File: config.mk
export PLATFORM = sky130hd
export DESIGN_NAME = wfes_cell
export DESIGN_NICKNAME = d
export VERILOG_FILES = /design/src/rtl/core/wfes_pkg.sv /design/src/rtl/core/wfes_cell.sv
export SDC_FILE = /design/constraint.sdc
export NUM_CORES = 1
export LEC_CHECK = 0
export BUFFER_PORTS_ARGS = -buffer_cell sky130_fd_sc_hd__clkbuf_2
export CORE_MARGIN = 2
export CORE_UTILIZATION = 46
export CTS_BUF_LIST = sky130_fd_sc_hd__clkbuf_8
export DETAILED_ROUTE_END_ITERATION = 8
export GPL_TIMING_DRIVEN = 0
export PLACE_DENSITY_LB_ADDON = 0.05
export SETUP_SLACK_MARGIN = 0.2
export SYNTH_ARGS = -nofsm -noshare
export SYNTH_HDL_FRONTEND = slang
export SYNTH_SLANG_ARGS = --single-unit
export TNS_END_PERCENT = 50
File: constraint.sdc
create_clock -name i_clk -period 1.4 [get_ports i_clk]
set_input_delay 0.07 -clock i_clk [delete_from_list [all_inputs] [get_ports i_clk]]
set_output_delay 0.07 -clock i_clk [all_outputs]
set_load 0.05 [all_outputs]
File: src/rtl/core/wfes_pkg.sv
// Shared types and constants for the weighted fair egress shaper.
package wfes_pkg;

    // Field widths
    localparam int RATE_W  = 40;
    localparam int WGT_W   = 16;
    localparam int BYTES_W = 32;
    localparam int TIME_W  = 64;
    localparam int SLOT_W  = 6;

    // Divider widths: dividend is a full time word, divisor a rate word
    localparam int DIV_N_W   = 64;
    localparam int DIV_D_W   = 40;
    localparam int DIV_CNT_W = 7;

    // Configuration register indexes
    localparam int CFG_ADDR_W = 2;
    localparam logic [CFG_ADDR_W-1:0] CFG_TOTAL_RATE     = 2'd0;
    localparam logic [CFG_ADDR_W-1:0] CFG_DEFAULT_WEIGHT = 2'd1;
    localparam logic [CFG_ADDR_W-1:0] CFG_MIN_WEIGHT     = 2'd2;
    localparam logic [CFG_ADDR_W-1:0] CFG_MAX_WEIGHT     = 2'd3;

    // One table entry, held by one cell of the ring
    typedef struct packed {
        logic [TIME_W-1:0] free_time;
        logic [WGT_W-1:0]  weight;
    } t_entry;

endpackage

File: src/rtl/core/wfes_cell.sv
// One ring cell: holds one slot's free time and weight.
module wfes_cell (
    input  logic            i_clk,
    input  logic            i_rst_n,
    input  logic            i_shift,
    input  logic            i_load,
    input  wfes_pkg::t_entry i_load_data,
    input  wfes_pkg::t_entry i_next,
    output wfes_pkg::t_entry o_entry
);

    wfes_pkg::t_entry r_entry;

    // Load an update, or take the neighbor's entry while the ring turns
    always_ff @(posedge i_clk) begin
        if (!i_rst_n) begin
            r_entry <= '0;
        end else if (i_load) begin
            r_entry <= i_load_data;
        end else if (i_shift) begin
            r_entry <= i_next;
        end
    end

    assign o_entry = r_entry;

endmodule

==> results.py, run 1 <==
metrics = {
    "die": {
        "die_width_um": 102.1,
        "core-area_um2": 9284,
        "rows": 35,
        "die_y_um": 102.1,
        "die-area_um2": 10420,
        "pin_count": 244,
        "start_util_pct": 47.64,
    },
    "clocking": {
        "holdBufCountCts": 0,
        "clk_pin_slew_ns": 0.09,
        "clock_latency_ns": 0.34,
        "cts_inserted_buffers": 9,
        "cts_num_sinks": 80,
        "ctsResizeCount": 0,
        "post_cts_buffers": 0,
        "cts_root_buf": "clkbuf_8",
        "cts_tree": "yes",
        "cts.path.max_buffers": 2,
        "htreeDepth": 3,
    },
    "critical_path": {
        "cp_slowest_stage_delay_ns": 0.34,
        "critPathKind": "flop to primary output",
        "cp.required_ns": 1.33,
        "crit_family": "flip-flops",
        "cp_slowest_cell": "dfxtp_1",
        "worstPathCellList": "clkbuf_2",
        "crit_fanout": 2,
        "crit_buf_inv": 1,
        "end_kind": "primary output",
        "worstSetupStartpointType": "flop",
        "cp.arrival_ns": 1.00,
    },
    "layout": {
        "final_cell_mix": "clkbuf_2, mux2_4, o211a_1, dfxtp_1, nand2b_1",
        "nets": 770,
        "largest_reg_flops": 80,
        "antenna_cells": 0,
        "syn2layout_area_growth_pct": 35.08,
        "final_common_cell": "clkbuf_2",
        "stdcell_area_um2": 5974,
        "drive_gt1_share_pct": 57.94,
    },
    "run_status": {
        "outcome": "complete, no violations",
    },
    "sta": {
        "max_freq_mhz": 938.1,
        "tightest_slew_ns": 0.4768,
        "finalCritPeriodShare_pct": 76.14,
        "min_period_ns": 1.066,
        "slew_viol_final": 0,
        "finalSetupTns_ns": 0,
        "rsz0062_at_grt": "false",
        "slew_headroom_pct": 68.21,
        "final_hold_viol_count": 0,
        "finalSetupViolations": 0,
        "fin_skew_ns": 0,
    },
    "placed_design": {
        "gp_congestion": 0.8166,
        "dpl-instance-area_um2": 5786,
        "hpwl_mm": 9.080,
        "port_buffers": 240,
    },
    "power_and_ir_drop": {
        "ir_drop_mv": 0.6487,
        "cellLeakagePower_nw": 3.638,
        "p_per_area_nw_per_um2": 1019,
    },
    "grt": {
        "grtUsageTotal_pct": 22.19,
        "grt_overflow_total": 0,
        "grt_pass1_wl_mm": 18.08,
        "grt_max_degree": 14,
        "grt_pass1_vias": 3796,
        "antenna_found_initial": 0,
    },
    "yosys": {
        "synth.distinct_cells": 12,
        "synth_seq_area_share_pct": 36.21,
        "yosysWarnings": 0,
        "synthCells": 355,
        "syn-num-nets": 519,
        "postSynthRegisterBits": 80,
        "avgSynthCellArea_um2": 12.46,
        "netlist_area_um2": 4423,
    },
    "drt": {
        "vias": 3653,
        "route.antenna.remaining_nets": 0,
        "wire_per_inst_um": 16.21,
        "drcViolationCount": 0,
        "wl_mm": 11.99,
        "firstDrtPassIters": 4,
        "drt_iter0_drc": 71,
        "viasPerCell": 4.936,
    },
    "job": {
        "drv_cap": 0,
    },
    "worst_hold_path": {
        "hold_class": "input port to flop",
    },
}
[per-layer routing]
metal	vias up	wire length (um)	share of wire [%]	GRT usage, %
li1	1779	-	-	-
met1	1713	4860	41	25.16
met2	141	5910	49	39.22
met3	20	937	7.8	6.498
met4	0	283	2.4	8.718
met5	-	0	0	0
[through the flow]
stage	util (%)	hold slack, ns	std cells	setup WS, ns	power [mW]
after floorplan	-	0.2959	355	0.3130	3.943
after global placement	62.32	0.3779	724	0.2307	4.424
after detailed placement	62.32	0.3850	724	0.2119	4.458
after CTS	64.35	0.008001	740	0.3206	6.141
after global routing	64.35	0.002799	740	0.2931	6.346
final	64.35	0.01794	740	0.3340	6.086
[path summary, 6_finish.rpt]
path | startpoint | end | slack (ns) | cells after the start
setup / recovery | o_entry[37]$_SDFFE_PN0P_ | o_entry[37] | 0.33 | 1
hold / removal | i_load_data[7] | o_entry[7]$_SDFFE_PN0P_ | 0.02 | 3
setup reg to reg | o_entry[64]$_SDFFE_PN0P_ | o_entry[64]$_SDFFE_PN0P_ | 0.50 | 2
hold reg to reg | o_entry[53]$_SDFFE_PN0P_ | o_entry[53]$_SDFFE_PN0P_ | 0.61 | 2
[cells by family after synthesis]
kind of cell | Yosys count | synth area share (%)
AOI/OAI and AO/OA | 80 | 18.10
buffers and inverters | 35 | 6.251
DFF | 80 | 36.21
muxes | 80 | 27.16
and+or+nand+nor | 80 | 12.28
[synthesized netlist by cell type, drive strengths merged]
cell type  count  share of area [%]
clkbuf        14                1.2
nand2b        46                6.5
o211a         80                 18
or2b          34                5.8
mux2          80                 27
buf           21                5.1
dfxtp         80                 36
[power breakdown]
part	leakage, nW	internal [mW]	switching, mW
Combinational	2.88	0.805	1.05
Clock	0.0938	0.809	0.877
Sequential	0.667	2.45	0.0906
Total	3.64	4.06	2.02
[layout make-up]
type                    instances  area (um2)
clock buffers                   9       123.9
fillers                       815        3309
well taps                     129       161.4
clock inverters                 7       65.06
multi-input cells             240        2545
repair buffers                240        1201
flip-flops and latches         80        1602
plain buffers                  35       276.5
Power figures use the tool's default switching activity.
==> inputs of run 2 (changes only) <==
- clock period: 1.4 -> 1.1 ns (I/O delays scaled with it)
==> results.py, run 2 (synthesized netlist as in run 1, its figures left out) <==
metrics = {
    "run_status": {
        "outcome": "complete, no violations",
    },
    "power_and_ir_drop": {
        "p_per_area_nw_per_um2": 1168,
        "p_clk_share_pct": 26.9,
        "finalPower_mw": 8.685,
        "ir_drop_mv": 0.7841,
        "sequentialPowerShare_pct": 38.4,
        "p_switching_mw": 2.672,
        "cellLeakagePower_nw": 4.108,
        "power_frac_comb_pct": 34.7,
        "intPower_mw": 6.013,
        "swShare_pct": 30.77,
    },
    "critical_path": {
        "cp.required_ns": 1.04,
        "cp.arrival_ns": 0.90,
        "crit_buf_inv": 1,
        "worstSetupStartpoint": "o_entry[21]$_SDFFE_PN0P_",
        "r2r_slack_ns": 0.16,
        "worstPathCellList": "clkbuf_8",
        "reg2regPathDepth": 2,
        "cp_slowest_stage_delay_ns": 0.37,
        "crit_family": "flip-flops",
        "rr_endpoint": "o_entry[21]$_SDFFE_PN0P_",
        "worstSetupStartpointType": "flop",
        "end_kind": "primary output",
        "cp_slowest_cell": "dfxtp_4",
        "crit_fanout": 2,
        "critPathKind": "flop to primary output",
        "timing.rr.start": "o_entry[21]$_SDFFE_PN0P_",
    },
    "layout": {
        "syn2layout_area_growth_pct": 68.12,
        "fin_cells": 745,
        "stdcell_area_um2": 7436,
        "nets": 776,
        "final_common_cell": "clkbuf_2",
        "final_cell_mix": "clkbuf_2, mux2_4, o211a_1, buf_8, nand2b_1",
        "drive_gt1_share_pct": 70.29,
        "antenna_cells": 0,
        "final_core_util_pct": 80.09,
        "largest_reg_flops": 80,
    },
    "sta": {
        "whs_ns": 0.006940,
        "slew_headroom_pct": 67.35,
        "slew_viol_final": 0,
        "finalSetupTns_ns": 0,
        "max_freq_mhz": 1048,
        "worst_slack_ns": 0.1454,
        "final_hold_viol_count": 0,
        "tightest_slew_ns": 0.4897,
        "fin_skew_ns": 0,
        "finalSetupViolations": 0,
        "finalCritPeriodShare_pct": 86.78,
        "rsz0062_at_grt": "true",
        "min_period_ns": 0.9546,
    },
    "grt": {
        "antenna_found_initial": 0,
        "grt_max_degree": 13,
        "grt_overflow_total": 0,
        "grt_pass1_wl_mm": 20.34,
        "grt_pass1_vias": 4110,
        "grtUsageTotal_pct": 25.10,
    },
    "clocking": {
        "htreeDepth": 3,
        "cts_inserted_buffers": 9,
        "cts_num_sinks": 80,
        "cts_tree": "yes",
        "cts_root_buf": "clkbuf_8",
        "cts.path.max_buffers": 2,
        "post_cts_buffers": 0,
        "clk_pin_slew_ns": 0.09,
        "clock_latency_ns": 0.35,
    },
    "die": {
        "core-area_um2": 9284,
        "die-area_um2": 10420,
        "start_util_pct": 47.64,
        "pin_count": 244,
        "die_y_um": 102.1,
        "rows": 35,
        "die_width_um": 102.1,
    },
    "placed_design": {
        "dpl-instance-area_um2": 5937,
        "dp_cells": 724,
        "hpwl_mm": 8.937,
        "gp_congestion": 0.8099,
        "pre_cts_ws_ns": -0.04917,
        "port_buffers": 240,
    },
    "drt": {
        "wl_mm": 13.46,
        "vias": 3818,
        "firstDrtPassIters": 4,
        "route.antenna.remaining_nets": 0,
        "drt_iter0_drc": 91,
        "drcViolationCount": 0,
        "wire_per_inst_um": 18.06,
        "viasPerCell": 5.125,
    },
    "worst_hold_path": {
        "min_to": "o_entry[48]$_SDFFE_PN0P_",
        "min-delay-start": "i_load_data[48]",
        "hold_depth": 3,
        "hold_class": "input port to flop",
    },
    "job": {
        "drv_cap": 0,
    },
}
## run 2: area by class of cell
| class | count | area, um2 |
|---|---|---|
| timing repair buffer | 246 | 2449 |
| multi-input combinational | 240 | 2545 |
| tap | 129 | 161.4 |
| fill | 563 | 1848 |
| sequential | 80 | 1799 |
| buffer | 35 | 280.3 |
| clock inverter | 6 | 77.57 |
| clock buffer | 9 | 123.9 |
## run 2: power by group through the flow
stage / sequential [mW] / combinational, mW / clock, mW
floorplan: 4.06 / 0.957 / 0
global placement: 3.27 / 2.34 / 0
detailed placement: 3.28 / 2.37 / 0
CTS: 3.30 / 2.95 / 2.37
global route: 3.36 / 3.16 / 2.49
finish: 3.34 / 3.01 / 2.33
## run 2: worst max-delay path by stage
stage	slack, ns	to	depth (start not counted)
after floorplan	0.01	o_entry[51]$_SDFFE_PN0P_	2
after global placement	-0.03	o_entry[39]$_SDFFE_PN0P_	3
after detailed placement	-0.05	o_entry[69]$_SDFFE_PN0P_	3
after CTS	0.14	o_entry[5]	1
after global routing	0.12	o_entry[74]	1
final	0.15	o_entry[21]	1
## run 2: timing repair
action                                 4_1_cts  5_1_grt
resized for setup                          233       44
setup endpoints to repair                  110      159
endpoints found under the hold margin        6        0
hold buffers                                 6        0
## run 2: routing by layer
metal  share of wire [%]  track usage [%]  vias to the layer above  wire length (um)
met5                   0                0                        -                 0
met4                 2.8            10.15                        0               372
met3                 8.7            7.798                       30              1173
met2                  51            45.45                      165              6929
met1                  37            27.15                     1825              4980
li1                    -                -                     1798                 -
