==> src/rtl/core/wfes_pkg.sv <==
// Shared types and constants for the weighted fair egress shaper.
package wfes_pkg;

    // Field widths
    localparam int RATE_W  = 40;
    localparam int WGT_W   = 16;
    localparam int BYTES_W = 32;
    localparam int TIME_W  = 64;
    localparam int SLOT_W  = 6;

    // Divider widths: dividend is a full time word, divisor a rate word
    localparam int DIV_N_W   = 64;
    localparam int DIV_D_W   = 40;
    localparam int DIV_CNT_W = 7;

    // Configuration register indexes
    localparam int CFG_ADDR_W = 2;
    localparam logic [CFG_ADDR_W-1:0] CFG_TOTAL_RATE     = 2'd0;
    localparam logic [CFG_ADDR_W-1:0] CFG_DEFAULT_WEIGHT = 2'd1;
    localparam logic [CFG_ADDR_W-1:0] CFG_MIN_WEIGHT     = 2'd2;
    localparam logic [CFG_ADDR_W-1:0] CFG_MAX_WEIGHT     = 2'd3;

    // One table entry, held by one cell of the ring
    typedef struct packed {
        logic [TIME_W-1:0] free_time;
        logic [WGT_W-1:0]  weight;
    } t_entry;

endpackage

==> src/rtl/core/wfes_div.sv <==
// Restoring divider, one quotient bit per cycle.
module wfes_div (
    input  logic                           i_clk,
    input  logic                           i_rst_n,
    input  logic                           i_start,
    input  logic [wfes_pkg::DIV_N_W-1:0]   i_dividend,
    input  logic [wfes_pkg::DIV_D_W-1:0]   i_divisor,
    output logic                           o_done,
    output logic [wfes_pkg::DIV_N_W-1:0]   o_quotient
);

    logic [wfes_pkg::DIV_D_W-1:0]   r_rem;
    logic [wfes_pkg::DIV_D_W-1:0]   r_div;
    logic [wfes_pkg::DIV_N_W-1:0]   r_quo;
    logic [wfes_pkg::DIV_CNT_W-1:0] r_cnt;
    logic                           r_done;
    logic [wfes_pkg::DIV_D_W:0]     w_trial;
    logic                           w_ge;

    // Shift in the next dividend bit and test against the divisor
    assign w_trial = {r_rem, r_quo[wfes_pkg::DIV_N_W-1]};
    assign w_ge    = (w_trial >= {1'b0, r_div});

    // Control
    always_ff @(posedge i_clk) begin
        if (!i_rst_n) begin
            r_cnt  <= '0;
            r_done <= 1'b0;
        end else begin
            r_done <= 1'b0;
            if (i_start) begin
                r_cnt <= wfes_pkg::DIV_CNT_W'(wfes_pkg::DIV_N_W);
            end else if (r_cnt != '0) begin
                r_cnt <= r_cnt - 1'b1;
                if (r_cnt == wfes_pkg::DIV_CNT_W'(1)) begin
                    r_done <= 1'b1;
                end
            end
        end
    end

    // Datapath
    always_ff @(posedge i_clk) begin
        if (i_start) begin
            r_rem <= '0;
            r_div <= i_divisor;
            r_quo <= i_dividend;
        end else if (r_cnt != '0) begin
            if (w_ge) begin
                r_rem <= wfes_pkg::DIV_D_W'(w_trial - {1'b0, r_div});
            end else begin
                r_rem <= w_trial[wfes_pkg::DIV_D_W-1:0];
            end
            r_quo <= {r_quo[wfes_pkg::DIV_N_W-2:0], w_ge};
        end
    end

    assign o_done     = r_done;
    assign o_quotient = r_quo;

endmodule

==> config.mk <==
export PLATFORM = sky130hd
export DESIGN_NAME = wfes_div
export DESIGN_NICKNAME = d
export VERILOG_FILES = /design/src/rtl/core/wfes_pkg.sv /design/src/rtl/core/wfes_div.sv
export SDC_FILE = /design/constraint.sdc
export NUM_CORES = 1
export LEC_CHECK = 0
export ABC_AREA = 1
export BUFFER_PORTS_ARGS = -buffer_cell sky130_fd_sc_hd__buf_2
export CORE_MARGIN = 1
export CORE_UTILIZATION = 35
export DETAILED_ROUTE_END_ITERATION = 8
export PLACE_DENSITY_LB_ADDON = 0.25
export SLEW_MARGIN = 10
export SYNTH_ARGS = -nofsm -noshare
export SYNTH_HDL_FRONTEND = slang
export SYNTH_SLANG_ARGS = --single-unit
export TNS_END_PERCENT = 100
==> constraint.sdc <==
create_clock -name i_clk -period 3.6 [get_ports i_clk]
set_clock_uncertainty 0.2 [all_clocks]
set_input_delay 0.36 -clock i_clk [delete_from_list [all_inputs] [get_ports i_clk]]
set_output_delay 0.36 -clock i_clk [all_outputs]
set_load 0.02 [all_outputs]
==> results of run 1 <==
[final timing paths]
check                                     from             end  slack (ns)  depth (start not counted)
worst max-delay path                  r_div[7]       r_rem[12]        0.82                         15
worst min-delay path            i_dividend[44]  o_quotient[44]        0.01                          3
worst max register to register        r_div[7]       r_rem[12]        0.82                         15
worst min register to register        r_cnt[6]          o_done        0.26                          1
[sequential cells by signal, indices dropped and copies added, names as in the netlist]
| name | cells |
|---|---|
| o_quotient | 64 |
| o_done | 1 |
| r_div | 40 |
| r_rem | 40 |
| r_cnt | 7 |
[worst register-to-register path, stage by stage (launching register included)]
cell      delay (ns)
edfxtp_1        0.37
inv_1           0.08
ha_1            0.27
nand2_1         0.15
inv_1           0.05
nand2_1         0.06
nand2_1         0.07
clkinv_1        0.05
nand3_1         0.17
nand2_1         0.15
nand3_2         0.12
nand2_4         0.21
buf_4           0.39
nand3_1         0.15
nand3_1         0.11
o21ai_1         0.06
[routing by layer]
metal | vias to the layer above | wire length, um | GRT usage | share of wire
met5 | - | 13 | 0 | 0.00048
met2 | 256 | 12640 | 0.3411 | 0.47
met3 | 27 | 1587 | 0.04325 | 0.059
met4 | 2 | 514 | 0.05903 | 0.019
li1 | 4657 | - | - | -
met1 | 4040 | 12350 | 0.2529 | 0.46
[synthesized netlist by cell type, types with 7 or more instances]
master	count	area, um2
nand2_1	585	2196
a21oi_1	29	145.1
o21ai_0	10	50.05
dfxtp_1	48	960.9
nor2_1	77	289.0
clkbuf_1	13	48.80
nand3b_1	22	165.2
xnor2_1	22	192.7
inv_1	217	814.5
ha_1	42	525.5
edfxtp_1	104	3123
nand3_1	86	430.4
buf_6	7	78.83
nand3_2	7	70.07
o21ai_1	18	90.09
[cell type report]
cell class | count | area, um2 | share of cell area
Multi-Input combinational cell | 935 | 4433 | 0.3628
Sequential cell | 152 | 4084 | 0.3342
Timing Repair Buffer | 268 | 1824 | 0.1493
Inverter | 223 | 837.1 | 0.06850
Tap cell | 341 | 426.7 | 0.03492
Clock buffer | 17 | 425.4 | 0.03481
Clock inverter | 15 | 188.9 | 0.01546
[power groups by stage]
stage          Sequential [mW]  Combinational, mW  Clock [mW]
2_1_floorplan             2.59              0.511           0
3_3_place_gp              2.37               1.18           0
3_5_place_dp              2.36               1.19           0
4_1_cts                   2.34               1.27        1.93
5_1_grt                   2.37               1.39        1.99
6_report                  2.34               1.26        1.89
[cell families after synthesis]
kind of cell / count (synthesis) / synth area share
adder cells (fa/ha/maj): 43 / 0.05714
AND/OR/NAND/NOR: 801 / 0.3468
AO/OA/AOI/OAI: 67 / 0.03814
buffers and inverters: 256 / 0.1081
XOR/XNOR: 24 / 0.02202
flip-flops: 152 / 0.4278
==> metrics.txt, run 1 <==
# TYPE chip_impl_metric gauge
chip_impl_info{name="outcome",value="finished, final reports clean"} 1
chip_impl_metric{name="cts-buffers-inserted",unit=""} 17
chip_impl_metric{name="pin_count_of_the_biggest_net_entering_global_routing",unit=""} 67
chip_impl_metric{name="finalMaxSlewViolations",unit=""} 0
chip_impl_metric{name="report.final.setup_viol",unit=""} 0
chip_impl_info{name="path_class",value="register to register"} 1
chip_impl_metric{name="cts_num_sinks",unit=""} 152
chip_impl_metric{name="worstSkewPairLatency",unit="ns"} 0.44
chip_impl_metric{name="routed_wire_length_per_instance",unit="um"} 13.90
chip_impl_metric{name="max_slew.worst_pin.slew",unit="ns"} 1.087
chip_impl_metric{name="chipWidth",unit="um"} 167.2
chip_impl_info{name="cp_endpoint_kind",value="register"} 1
chip_impl_metric{name="relSlewSlack",unit=""} 0.2740
chip_impl_info{name="synth_flop_cell",value="edfxtp_1"} 1
chip_impl_metric{name="layout.cell_area.non_filler",unit="um2"} 12220
chip_impl_metric{name="timing.fmax",unit="MHz"} 360.1
chip_impl_metric{name="viasPerCell",unit=""} 4.604
chip_impl_metric{name="antenna_found_initial",unit=""} 1
chip_impl_metric{name="synth-warning-count",unit=""} 0
chip_impl_metric{name="final_min_period_over_clock_period",unit=""} 0.7713
chip_impl_metric{name="design.die.area",unit="um2"} 27940
chip_impl_metric{name="critical_path_buf_inv_count",unit=""} 4
chip_impl_metric{name="signal_arrival_time_at_the_worst_endpoint",unit="ns"} 2.88
chip_impl_metric{name="worst_setup_hold_path_clk_slew",unit="ns"} 0.08
chip_impl_metric{name="finalCoreUtilization",unit=""} 0.4547
chip_impl_metric{name="yosys_register_bits",unit=""} 152
chip_impl_metric{name="routed_wl",unit="um"} 27110
chip_impl_metric{name="htree_levels",unit=""} 4
chip_impl_metric{name="drv_cap",unit=""} 0
chip_impl_metric{name="die_y",unit="um"} 167.2
chip_impl_metric{name="fin_tns_setup",unit="ns"} 0
chip_impl_metric{name="remaining_design_rule_violation_count",unit=""} 0
chip_impl_metric{name="syn_nets",unit=""} 1493
chip_impl_metric{name="placementRows",unit=""} 60
chip_impl_info{name="critical_path.startpoint_type",value="register"} 1
chip_impl_metric{name="first_iter_violations",unit=""} 456
chip_impl_info{name="clk_root_buffer_cell",value="clkbuf_16"} 1
chip_impl_metric{name="p_sw_frac",unit=""} 0.3478
chip_impl_metric{name="initial_core_utilization",unit=""} 0.3552
chip_impl_metric{name="ys_types",unit=""} 35
chip_impl_metric{name="clockPowerShare",unit=""} 0.344
chip_impl_info{name="timing.critical_path.cells",value="inv_1, ha_1, nand2_1, inv_1, nand2_1, nand2_1, clkinv_1, nand3_1, nand2_1, nand3_2, nand2_4, buf_4, nand3_1, nand3_1, o21ai_1"} 1
chip_impl_metric{name="pwr-share-seq",unit=""} 0.426
chip_impl_metric{name="filler_cell_count",unit=""} 2788
chip_impl_info{name="timing.hold.worst.class",value="input pin to register"} 1
chip_impl_metric{name="hold_viol",unit=""} 0
chip_impl_metric{name="cell_internal_pwr",unit="mW"} 3.576
chip_impl_info{name="final_common_cell",value="nand2_1"} 1
chip_impl_metric{name="finalWorstSetupSlack",unit="ns"} 0.8233
chip_impl_metric{name="place.gp.congestion",unit=""} 0.9135
chip_impl_metric{name="number_of_global_route_vias_before_repair",unit=""} 8884
chip_impl_metric{name="finish.cell_count_without_fillers",unit=""} 1951
chip_impl_metric{name="holdBufCountCts",unit=""} 90
chip_impl_metric{name="post_place_cells",unit=""} 1829
chip_impl_metric{name="global_route.usage.total",unit=""} 0.1999
chip_impl_metric{name="post-route-min-period",unit="ns"} 2.777
chip_impl_metric{name="syn_to_final_growth",unit="%"} 27.99
chip_impl_metric{name="global_route_wire_length_before_repair",unit="um"} 44390
chip_impl_metric{name="maximum_ir_drop_on_the_vdd_rail",unit="mV"} 0.2900
chip_impl_metric{name="power_frac_comb",unit=""} 0.230
chip_impl_metric{name="power.density",unit="nW/um2"} 448.8
chip_impl_metric{name="post_cts.resized_instances",unit=""} 0
chip_impl_metric{name="dpl_cell_area",unit="um2"} 10700
chip_impl_metric{name="boundaryPins",unit=""} 172
chip_impl_info{name="critPathTopFamily",value="simple AND/OR/NAND/NOR gates"} 1
chip_impl_metric{name="syn-mean-instance-area",unit="um2"} 7.108
chip_impl_metric{name="globalRoute.totalOverflow",unit=""} 0
chip_impl_metric{name="cellLeakagePower",unit="nW"} 6.450
chip_impl_metric{name="drive_above_1_share",unit=""} 0.1472
chip_impl_metric{name="antenna_cells_inserted",unit=""} 0
chip_impl_metric{name="hpwl",unit="um"} 19880
chip_impl_info{name="most_used_cells_in_the_layout_excluding_fill_and_tap_cells",value="585 x nand2_1, 215 x inv_1, 170 x buf_2"} 1
chip_impl_metric{name="synth_area",unit="um2"} 9547
chip_impl_metric{name="detail_route.first_pass.iterations",unit=""} 5
chip_impl_metric{name="total_of_buffers_placed_on_input_and_output_ports",unit=""} 171
chip_impl_metric{name="p_total",unit="mW"} 5.483
chip_impl_metric{name="cp_slowest_stage_delay",unit="ns"} 0.39
chip_impl_metric{name="number_of_nets_at_the_end_of_the_flow",unit=""} 1747
chip_impl_metric{name="dp_slack",unit="ns"} 0.8154
chip_impl_info{name="grt_setup_unrepaired",value="no"} 1
chip_impl_info{name="cts_tree",value="done"} 1
chip_impl_metric{name="detail-route-antenna-nets",unit=""} 0
chip_impl_metric{name="post_synth_edffs",unit=""} 104
chip_impl_metric{name="timing.critical_path.fanout_max",unit=""} 30
chip_impl_metric{name="floorplan.core_area",unit="um2"} 26880
chip_impl_metric{name="clk_path_buf_depth",unit=""} 2
chip_impl_metric{name="netlist_instances",unit=""} 1343
chip_impl_metric{name="num_vias",unit=""} 8982
chip_impl_metric{name="worst_hold_margin",unit="ns"} 0.01194
chip_impl_info{name="worst_path_max_delay_cell",value="buf_4"} 1
chip_impl_metric{name="async_reset_ff_frac",unit=""} 0
chip_impl_metric{name="post_cts_buffers",unit=""} 0
chip_impl_metric{name="proportion_of_synthesized_chip_area_in_sequential_cells",unit=""} 0.4278
chip_impl_info{name="critPathMostFrequentCell",value="nand2_1"} 1
chip_impl_metric{name="timing.critical_path.required",unit="ns"} 3.71
chip_impl_metric{name="netSwitchingPower",unit="mW"} 1.907
Note: power is estimated with default switching activity, not from simulation.
==> run 2, diff against run 1 <==
==> constraint.sdc (replaced) <==
create_clock -name i_clk -period 2.7 [get_ports i_clk]
set_clock_uncertainty 0.2 [all_clocks]
set_input_delay 0.27 -clock i_clk [delete_from_list [all_inputs] [get_ports i_clk]]
set_output_delay 0.27 -clock i_clk [all_outputs]
set_load 0.02 [all_outputs]
==> metrics.txt, run 2 (same netlist as run 1, synthesis figures left out) <==
# TYPE chip_impl_metric gauge
chip_impl_info{name="cp_endpoint_kind",value="register"} 1
chip_impl_metric{name="r2r.worst_path.cells",unit=""} 13
chip_impl_metric{name="netSwitchingPower",unit="mW"} 2.527
chip_impl_metric{name="hold_viol",unit=""} 0
chip_impl_metric{name="antenna_found_initial",unit=""} 0
chip_impl_metric{name="htree_levels",unit=""} 4
chip_impl_metric{name="power.density",unit="nW/um2"} 583.0
chip_impl_metric{name="drive_above_1_share",unit=""} 0.1572
chip_impl_metric{name="cp_slowest_stage_delay",unit="ns"} 0.34
chip_impl_metric{name="chipWidth",unit="um"} 167.2
chip_impl_metric{name="hpwl",unit="um"} 20400
chip_impl_metric{name="placementRows",unit=""} 60
chip_impl_metric{name="boundaryPins",unit=""} 172
chip_impl_info{name="cts_tree",value="done"} 1
chip_impl_metric{name="r2r_setup_slack",unit="ns"} 0.19
chip_impl_metric{name="global_route.usage.total",unit=""} 0.2053
chip_impl_metric{name="drv_cap",unit=""} 0
chip_impl_metric{name="cts_num_sinks",unit=""} 152
chip_impl_metric{name="total_of_buffers_placed_on_input_and_output_ports",unit=""} 171
chip_impl_info{name="origin_of_the_critical_flop_to_flop_path",value="r_div[34]"} 1
chip_impl_metric{name="num_vias",unit=""} 9218
chip_impl_metric{name="signal_arrival_time_at_the_worst_endpoint",unit="ns"} 2.65
chip_impl_info{name="worst_path_max_delay_cell",value="edfxtp_1"} 1
chip_impl_metric{name="viasPerCell",unit=""} 4.651
chip_impl_metric{name="final_min_period_over_clock_period",unit=""} 0.9306
chip_impl_metric{name="detail-route-antenna-nets",unit=""} 0
chip_impl_metric{name="remaining_design_rule_violation_count",unit=""} 0
chip_impl_metric{name="fin_tns_setup",unit="ns"} 0
chip_impl_metric{name="syn_to_final_growth",unit="%"} 31.34
chip_impl_metric{name="routed_wl",unit="um"} 27860
chip_impl_metric{name="timing.critical_path.fanout_max",unit=""} 18
chip_impl_metric{name="timing.critical_path.required",unit="ns"} 2.83
chip_impl_metric{name="globalRoute.totalOverflow",unit=""} 0
chip_impl_info{name="worst_hold_path.endpoint",value="o_quotient[9]"} 1
chip_impl_metric{name="global_route_wire_length_before_repair",unit="um"} 45600
chip_impl_metric{name="post-route-min-period",unit="ns"} 2.513
chip_impl_metric{name="finalMaxSlewViolations",unit=""} 0
chip_impl_info{name="timing.critical_path.cells",value="inv_1, ha_1, a21oi_1, o21ai_1, a21oi_1, nand2_2, nor2_4, buf_4, nand3_2, nand2_1, clkinv_1, nand2_1, nand2_1"} 1
chip_impl_metric{name="cellLeakagePower",unit="nW"} 6.596
chip_impl_metric{name="die_y",unit="um"} 167.2
chip_impl_metric{name="floorplan.core_area",unit="um2"} 26880
chip_impl_metric{name="cell_internal_pwr",unit="mW"} 4.782
chip_impl_metric{name="first_iter_violations",unit=""} 482
chip_impl_metric{name="antenna_cells_inserted",unit=""} 0
chip_impl_metric{name="largest_register_ffs",unit=""} 64
chip_impl_info{name="critPathMostFrequentCell",value="nand2_1"} 1
chip_impl_metric{name="pin_count_of_the_biggest_net_entering_global_routing",unit=""} 82
chip_impl_metric{name="worst_hold_margin",unit="ns"} 0.2147
chip_impl_metric{name="pwr-share-seq",unit=""} 0.426
chip_impl_info{name="path_class",value="register to register"} 1
chip_impl_info{name="worst_hold_startpoint",value="i_start"} 1
chip_impl_metric{name="power_frac_comb",unit=""} 0.235
chip_impl_info{name="outcome",value="finished, final reports clean"} 1
chip_impl_metric{name="place.gp.congestion",unit=""} 0.9455
chip_impl_metric{name="design.die.area",unit="um2"} 27940
chip_impl_info{name="regToRegEndpoint",value="r_rem[33]"} 1
chip_impl_metric{name="timing.fmax",unit="MHz"} 398.0
chip_impl_metric{name="number_of_global_route_vias_before_repair",unit=""} 9207
chip_impl_metric{name="maximum_ir_drop_on_the_vdd_rail",unit="mV"} 0.3660
chip_impl_metric{name="number_of_nets_at_the_end_of_the_flow",unit=""} 1778
chip_impl_metric{name="report.final.setup_viol",unit=""} 0
chip_impl_metric{name="routed_wire_length_per_instance",unit="um"} 14.06
chip_impl_metric{name="clockPowerShare",unit=""} 0.338
chip_impl_info{name="critical_path.startpoint_type",value="register"} 1
chip_impl_metric{name="relSlewSlack",unit=""} 0.6508
chip_impl_metric{name="initial_core_utilization",unit=""} 0.3552
chip_impl_info{name="setup.worst_path.start",value="r_div[34]"} 1
chip_impl_metric{name="worst_setup_hold_path_clk_slew",unit="ns"} 0.08
chip_impl_metric{name="cts-buffers-inserted",unit=""} 17
chip_impl_metric{name="worstHoldPathCells",unit=""} 3
chip_impl_info{name="most_used_cells_in_the_layout_excluding_fill_and_tap_cells",value="580 x nand2_1, 215 x inv_1, 170 x buf_2"} 1
chip_impl_metric{name="worstSkewPairLatency",unit="ns"} 0.44
chip_impl_info{name="final_common_cell",value="nand2_1"} 1
chip_impl_info{name="grt_setup_unrepaired",value="no"} 1
chip_impl_info{name="timing.hold.worst.class",value="input pin to register"} 1
chip_impl_metric{name="p_sw_frac",unit=""} 0.3457
chip_impl_info{name="clk_root_buffer_cell",value="clkbuf_16"} 1
chip_impl_metric{name="clk_path_buf_depth",unit=""} 2
chip_impl_metric{name="max_slew.worst_pin.slew",unit="ns"} 0.5183
chip_impl_metric{name="detail_route.first_pass.iterations",unit=""} 5
## run 2: changes by cell type in the layout (fill, tap and decap cells not counted)
cell           change
nand2_1            -5
clkinv_8           -1
nand2_2            +5
buf_6              +2
inv_6              -2
clkinvlp_4         +1
buf_4             +11
dlygate4sd3_1     +15
buf_12             +3
clkinv_4           +2
## run 2: per-layer routing
| layer | GRT usage | vias to the layer above | wire [um] |
|---|---|---|---|
| met3 | 0.04325 | 39 | 1810 |
| met1 | 0.2578 | 4166 | 12460 |
| met4 | 0.07339 | 0 | 688 |
| li1 | - | 4718 | - |
| met2 | 0.3480 | 295 | 12900 |
| met5 | 0 | - | 0 |
## run 2: worst max-delay path by stage
stage / endpoint / slack, ns
after floorplan: o_quotient[0] / 0.05
after global placement: r_rem[32] / 0.11
after detailed placement: r_rem[32] / 0.08
after CTS: r_rem[32] / 0.04
after global routing: r_rem[34] / 0.008
final: r_rem[33] / 0.19
## run 2: area by class of cell
class / count / area [um2]
inverters: 223 / 837.1
well taps: 341 / 426.7
flip-flops and latches: 152 / 4084
clock buffers: 17 / 425.4
fillers: 2767 / 14340
multi-input cells: 935 / 4446
clock inverters: 15 / 180.2
repair buffers: 299 / 2140
## run 2: critical path, delay by kind of cell (launching register included)
family / cells / cell delay [ns]
AOI/OAI and AO/OA: 3 / 0.60
and+or+nand+nor: 6 / 0.52
adders and majority gates: 1 / 0.34
buffers and inverters: 3 / 0.40
DFF: 1 / 0.34
## run 2: repair_timing
item / CTS / global route
endpoints found under the hold margin: 107 / 0
endpoints found under the setup margin: 0 / 12
hold buffers: 105 / 0
resized for setup: 0 / 7
buffers inserted: 0 / 0
## run 2: metrics by stage
stage	total power, mW	utilization	setup slack (ns)	instance area [um2]	std cells
2_1_floorplan	4.139	-	0.05137	9547	1343
3_5_place_dp	4.761	0.4041	0.08409	10860	1845
5_1_grt	7.686	0.4665	0.007839	12540	1982
6_report	7.310	0.4665	0.1873	12540	1982
3_3_place_gp	4.751	0.4041	0.1069	10860	1845
4_1_cts	7.389	0.4658	0.04454	12520	1982
## run 2: power by group through the flow
stage | combinational [mW] | clock [mW] | sequential (mW)
floorplan | 0.681 | 0 | 3.46
global placement | 1.59 | 0 | 3.16
detailed placement | 1.61 | 0 | 3.15
CTS | 1.72 | 2.55 | 3.12
global route | 1.89 | 2.63 | 3.16
finish | 1.72 | 2.47 | 3.12
==> run 3, diff against run 2 <==
==> constraint.sdc (replaced) <==
create_clock -name i_clk -period 2.15 [get_ports i_clk]
set_clock_uncertainty 0.2 [all_clocks]
set_input_delay 0.215 -clock i_clk [delete_from_list [all_inputs] [get_ports i_clk]]
set_output_delay 0.215 -clock i_clk [all_outputs]
set_load 0.02 [all_outputs]
==> metrics.txt, run 3 (same netlist as run 1, synthesis figures left out) <==
# TYPE chip_impl_metric gauge
chip_impl_info{name="setup.worst_path.start",value="r_div[34]"} 1
chip_impl_metric{name="global_route.usage.total",unit=""} 0.2216
chip_impl_metric{name="syn_to_final_growth",unit="%"} 56.78
chip_impl_info{name="cts_tree",value="done"} 1
chip_impl_metric{name="design.die.area",unit="um2"} 27940
chip_impl_info{name="critPathTopFamily",value="simple AND/OR/NAND/NOR gates"} 1
chip_impl_metric{name="boundaryPins",unit=""} 172
chip_impl_metric{name="htree_levels",unit=""} 4
chip_impl_metric{name="r2r_setup_slack",unit="ns"} -0.19
chip_impl_metric{name="detail_route.first_pass.iterations",unit=""} 5
chip_impl_info{name="timing.hold.worst.class",value="input pin to register"} 1
chip_impl_metric{name="largest_register_ffs",unit=""} 64
chip_impl_info{name="origin_of_the_critical_flop_to_flop_path",value="r_div[34]"} 1
chip_impl_metric{name="viasPerCell",unit=""} 4.619
chip_impl_info{name="grt_setup_unrepaired",value="yes"} 1
chip_impl_metric{name="placementRows",unit=""} 60
chip_impl_metric{name="finalCoreUtilization",unit=""} 0.5569
chip_impl_metric{name="place.gp.congestion",unit=""} 0.9137
chip_impl_info{name="path_class",value="register to register"} 1
chip_impl_metric{name="chipWidth",unit="um"} 167.2
chip_impl_metric{name="worst_setup_hold_path_clk_slew",unit="ns"} 0.08
chip_impl_metric{name="detail-route-antenna-nets",unit=""} 0
chip_impl_info{name="violations",value="setup timing"} 1
chip_impl_metric{name="hpwl",unit="um"} 20830
chip_impl_info{name="worst_path_max_delay_cell",value="edfxtp_1"} 1
chip_impl_info{name="final_common_cell",value="nand2_1"} 1
chip_impl_metric{name="timing.critical_path.required",unit="ns"} 2.14
chip_impl_metric{name="antenna_found_initial",unit=""} 0
chip_impl_metric{name="finalMaxSlewViolations",unit=""} 0
chip_impl_metric{name="drive_above_1_share",unit=""} 0.3217
chip_impl_metric{name="num_vias",unit=""} 9903
chip_impl_metric{name="floorplan.core_area",unit="um2"} 26880
chip_impl_metric{name="post-route-min-period",unit="ns"} 2.340
chip_impl_metric{name="report.final.setup_viol",unit=""} 41
chip_impl_metric{name="finalWorstSetupSlack",unit="ns"} -0.1896
chip_impl_metric{name="final_min_period_over_clock_period",unit=""} 1.088
chip_impl_metric{name="antenna_cells_inserted",unit=""} 0
chip_impl_info{name="outcome",value="complete, but fails checks"} 1
chip_impl_info{name="most_used_cells_in_the_layout_excluding_fill_and_tap_cells",value="533 x nand2_1, 185 x inv_1, 170 x buf_2"} 1
chip_impl_metric{name="power.density",unit="nW/um2"} 643.1
chip_impl_metric{name="globalRoute.totalOverflow",unit=""} 0
chip_impl_metric{name="cp_slowest_stage_delay",unit="ns"} 0.38
chip_impl_metric{name="number_of_global_route_vias_before_repair",unit=""} 9715
chip_impl_metric{name="max_slew.worst_pin.slew",unit="ns"} 0.4375
chip_impl_metric{name="routed_wire_length_per_instance",unit="um"} 14.53
chip_impl_info{name="critical_path.startpoint_type",value="register"} 1
chip_impl_metric{name="pin_count_of_the_biggest_net_entering_global_routing",unit=""} 82
chip_impl_metric{name="maximum_ir_drop_on_the_vdd_rail",unit="mV"} 0.5046
chip_impl_info{name="clk_root_buffer_cell",value="clkbuf_16"} 1
chip_impl_metric{name="drv_cap",unit=""} 0
chip_impl_metric{name="signal_arrival_time_at_the_worst_endpoint",unit="ns"} 2.33
chip_impl_metric{name="timing.critical_path.fanout_max",unit=""} 5
chip_impl_metric{name="fin_tns_setup",unit="ns"} -5.908
chip_impl_metric{name="first_iter_violations",unit=""} 593
chip_impl_info{name="cp_endpoint_kind",value="register"} 1
chip_impl_metric{name="p_total",unit="mW"} 9.625
chip_impl_metric{name="total_of_buffers_placed_on_input_and_output_ports",unit=""} 171
chip_impl_metric{name="hold_viol",unit=""} 0
chip_impl_metric{name="worstSkewPairLatency",unit="ns"} 0.44
chip_impl_metric{name="remaining_design_rule_violation_count",unit=""} 0
chip_impl_metric{name="clk_path_buf_depth",unit=""} 2
chip_impl_metric{name="die_y",unit="um"} 167.2
chip_impl_metric{name="critical_path_buf_inv_count",unit=""} 4
chip_impl_metric{name="cts-buffers-inserted",unit=""} 17
chip_impl_metric{name="number_of_nets_at_the_end_of_the_flow",unit=""} 1940
chip_impl_metric{name="timing.fmax",unit="MHz"} 427.4
chip_impl_metric{name="initial_core_utilization",unit=""} 0.3552
chip_impl_metric{name="crit_cells",unit=""} 12
chip_impl_metric{name="cts_num_sinks",unit=""} 152
chip_impl_info{name="critPathCapture",value="o_quotient[0]"} 1
chip_impl_metric{name="r2r.worst_path.cells",unit=""} 12
chip_impl_metric{name="cellLeakagePower",unit="nW"} 7.663
chip_impl_info{name="timing.critical_path.cells",value="inv_2, ha_4, nand2_4, nor2_1, buf_4, nand3_2, nand3b_1, nand2_2, nor2_4, buf_12, clkbuf_16, a31oi_1"} 1
chip_impl_metric{name="routed_wl",unit="um"} 31160
chip_impl_metric{name="relSlewSlack",unit=""} 0.7083
chip_impl_metric{name="global_route_wire_length_before_repair",unit="um"} 49020
chip_impl_info{name="regToRegEndpoint",value="o_quotient[0]"} 1
[run 3: cell count changes in the layout (fill, tap and decap cells not counted), moves of 32 or more]
cell,before,now
ha_1,42,4
nand2_2,8,40
nand2_1,580,533
buf_4,18,157
ha_4,0,38
[run 3: layout make-up]
class                   count  area [um2]
fillers                  2424       11910
multi-input cells         935        5366
flip-flops and latches    152        4084
repair buffers            461        3655
inverters                 223       837.1
well taps                 341       426.7
clock buffers              17       425.4
clock inverters            15       172.7
[run 3: per-stage QoR]
stage / instances / setup WS [ns] / area, um2 / hold slack (ns)
after floorplan: 1343 / -0.01873 / 9572 / 0.1139
after global placement: 1980 / -0.2913 / 11950 / 0.1931
after detailed placement: 1980 / -0.2587 / 11950 / 0.1931
after CTS: 2129 / -0.1634 / 14520 / 0.009515
after global routing: 2144 / -0.3076 / 14970 / 0.03871
final: 2144 / -0.1896 / 14970 / 0.01883
[run 3: worst reg2reg max path, delay by kind of cell (launching register included)]
family | cells | cell delay (ns)
compound gates | 1 | 0.08
fa+ha+maj | 1 | 0.22
buf+inv | 4 | 0.56
flops | 1 | 0.38
simple gates | 6 | 0.64
[run 3: worst min path at each step]
stage	startpoint	to	slack [ns]	cells after the start
after floorplan	i_divisor[0]	r_div[0]	0.11	0
after global placement	i_divisor[36]	r_div[36]	0.19	1
after detailed placement	i_divisor[15]	r_div[15]	0.19	1
after CTS	i_start	o_quotient[8]	0.01	3
after global routing	i_start	o_quotient[11]	0.04	3
final	i_start	o_quotient[8]	0.02	3
[run 3: where the power goes]
| part | total, mW | switching, mW | internal, mW |
|---|---|---|---|
| combinational | 2.59 | 1.53 | 1.06 |
| sequential | 3.94 | 0.269 | 3.67 |
| clock | 3.09 | 1.52 | 1.57 |
| total | 9.63 | 3.32 | 6.30 |
[run 3: routing by layer]
metal	up-vias	routed length, um	track usage
met2	295	14890	0.3715
met3	40	1574	0.04160
met5	-	0	0
met4	0	762	0.07978
li1	5052	-	-
met1	4516	13940	0.2848
[run 3: what timing repair did]
item,CTS,global route
endpoints found under the hold margin,107,0
cloned,4,5
pin swaps,17,24
gates resized for setup,132,71
setup endpoints to repair,41,41
setup buffers,8,11
hold buffers,105,0
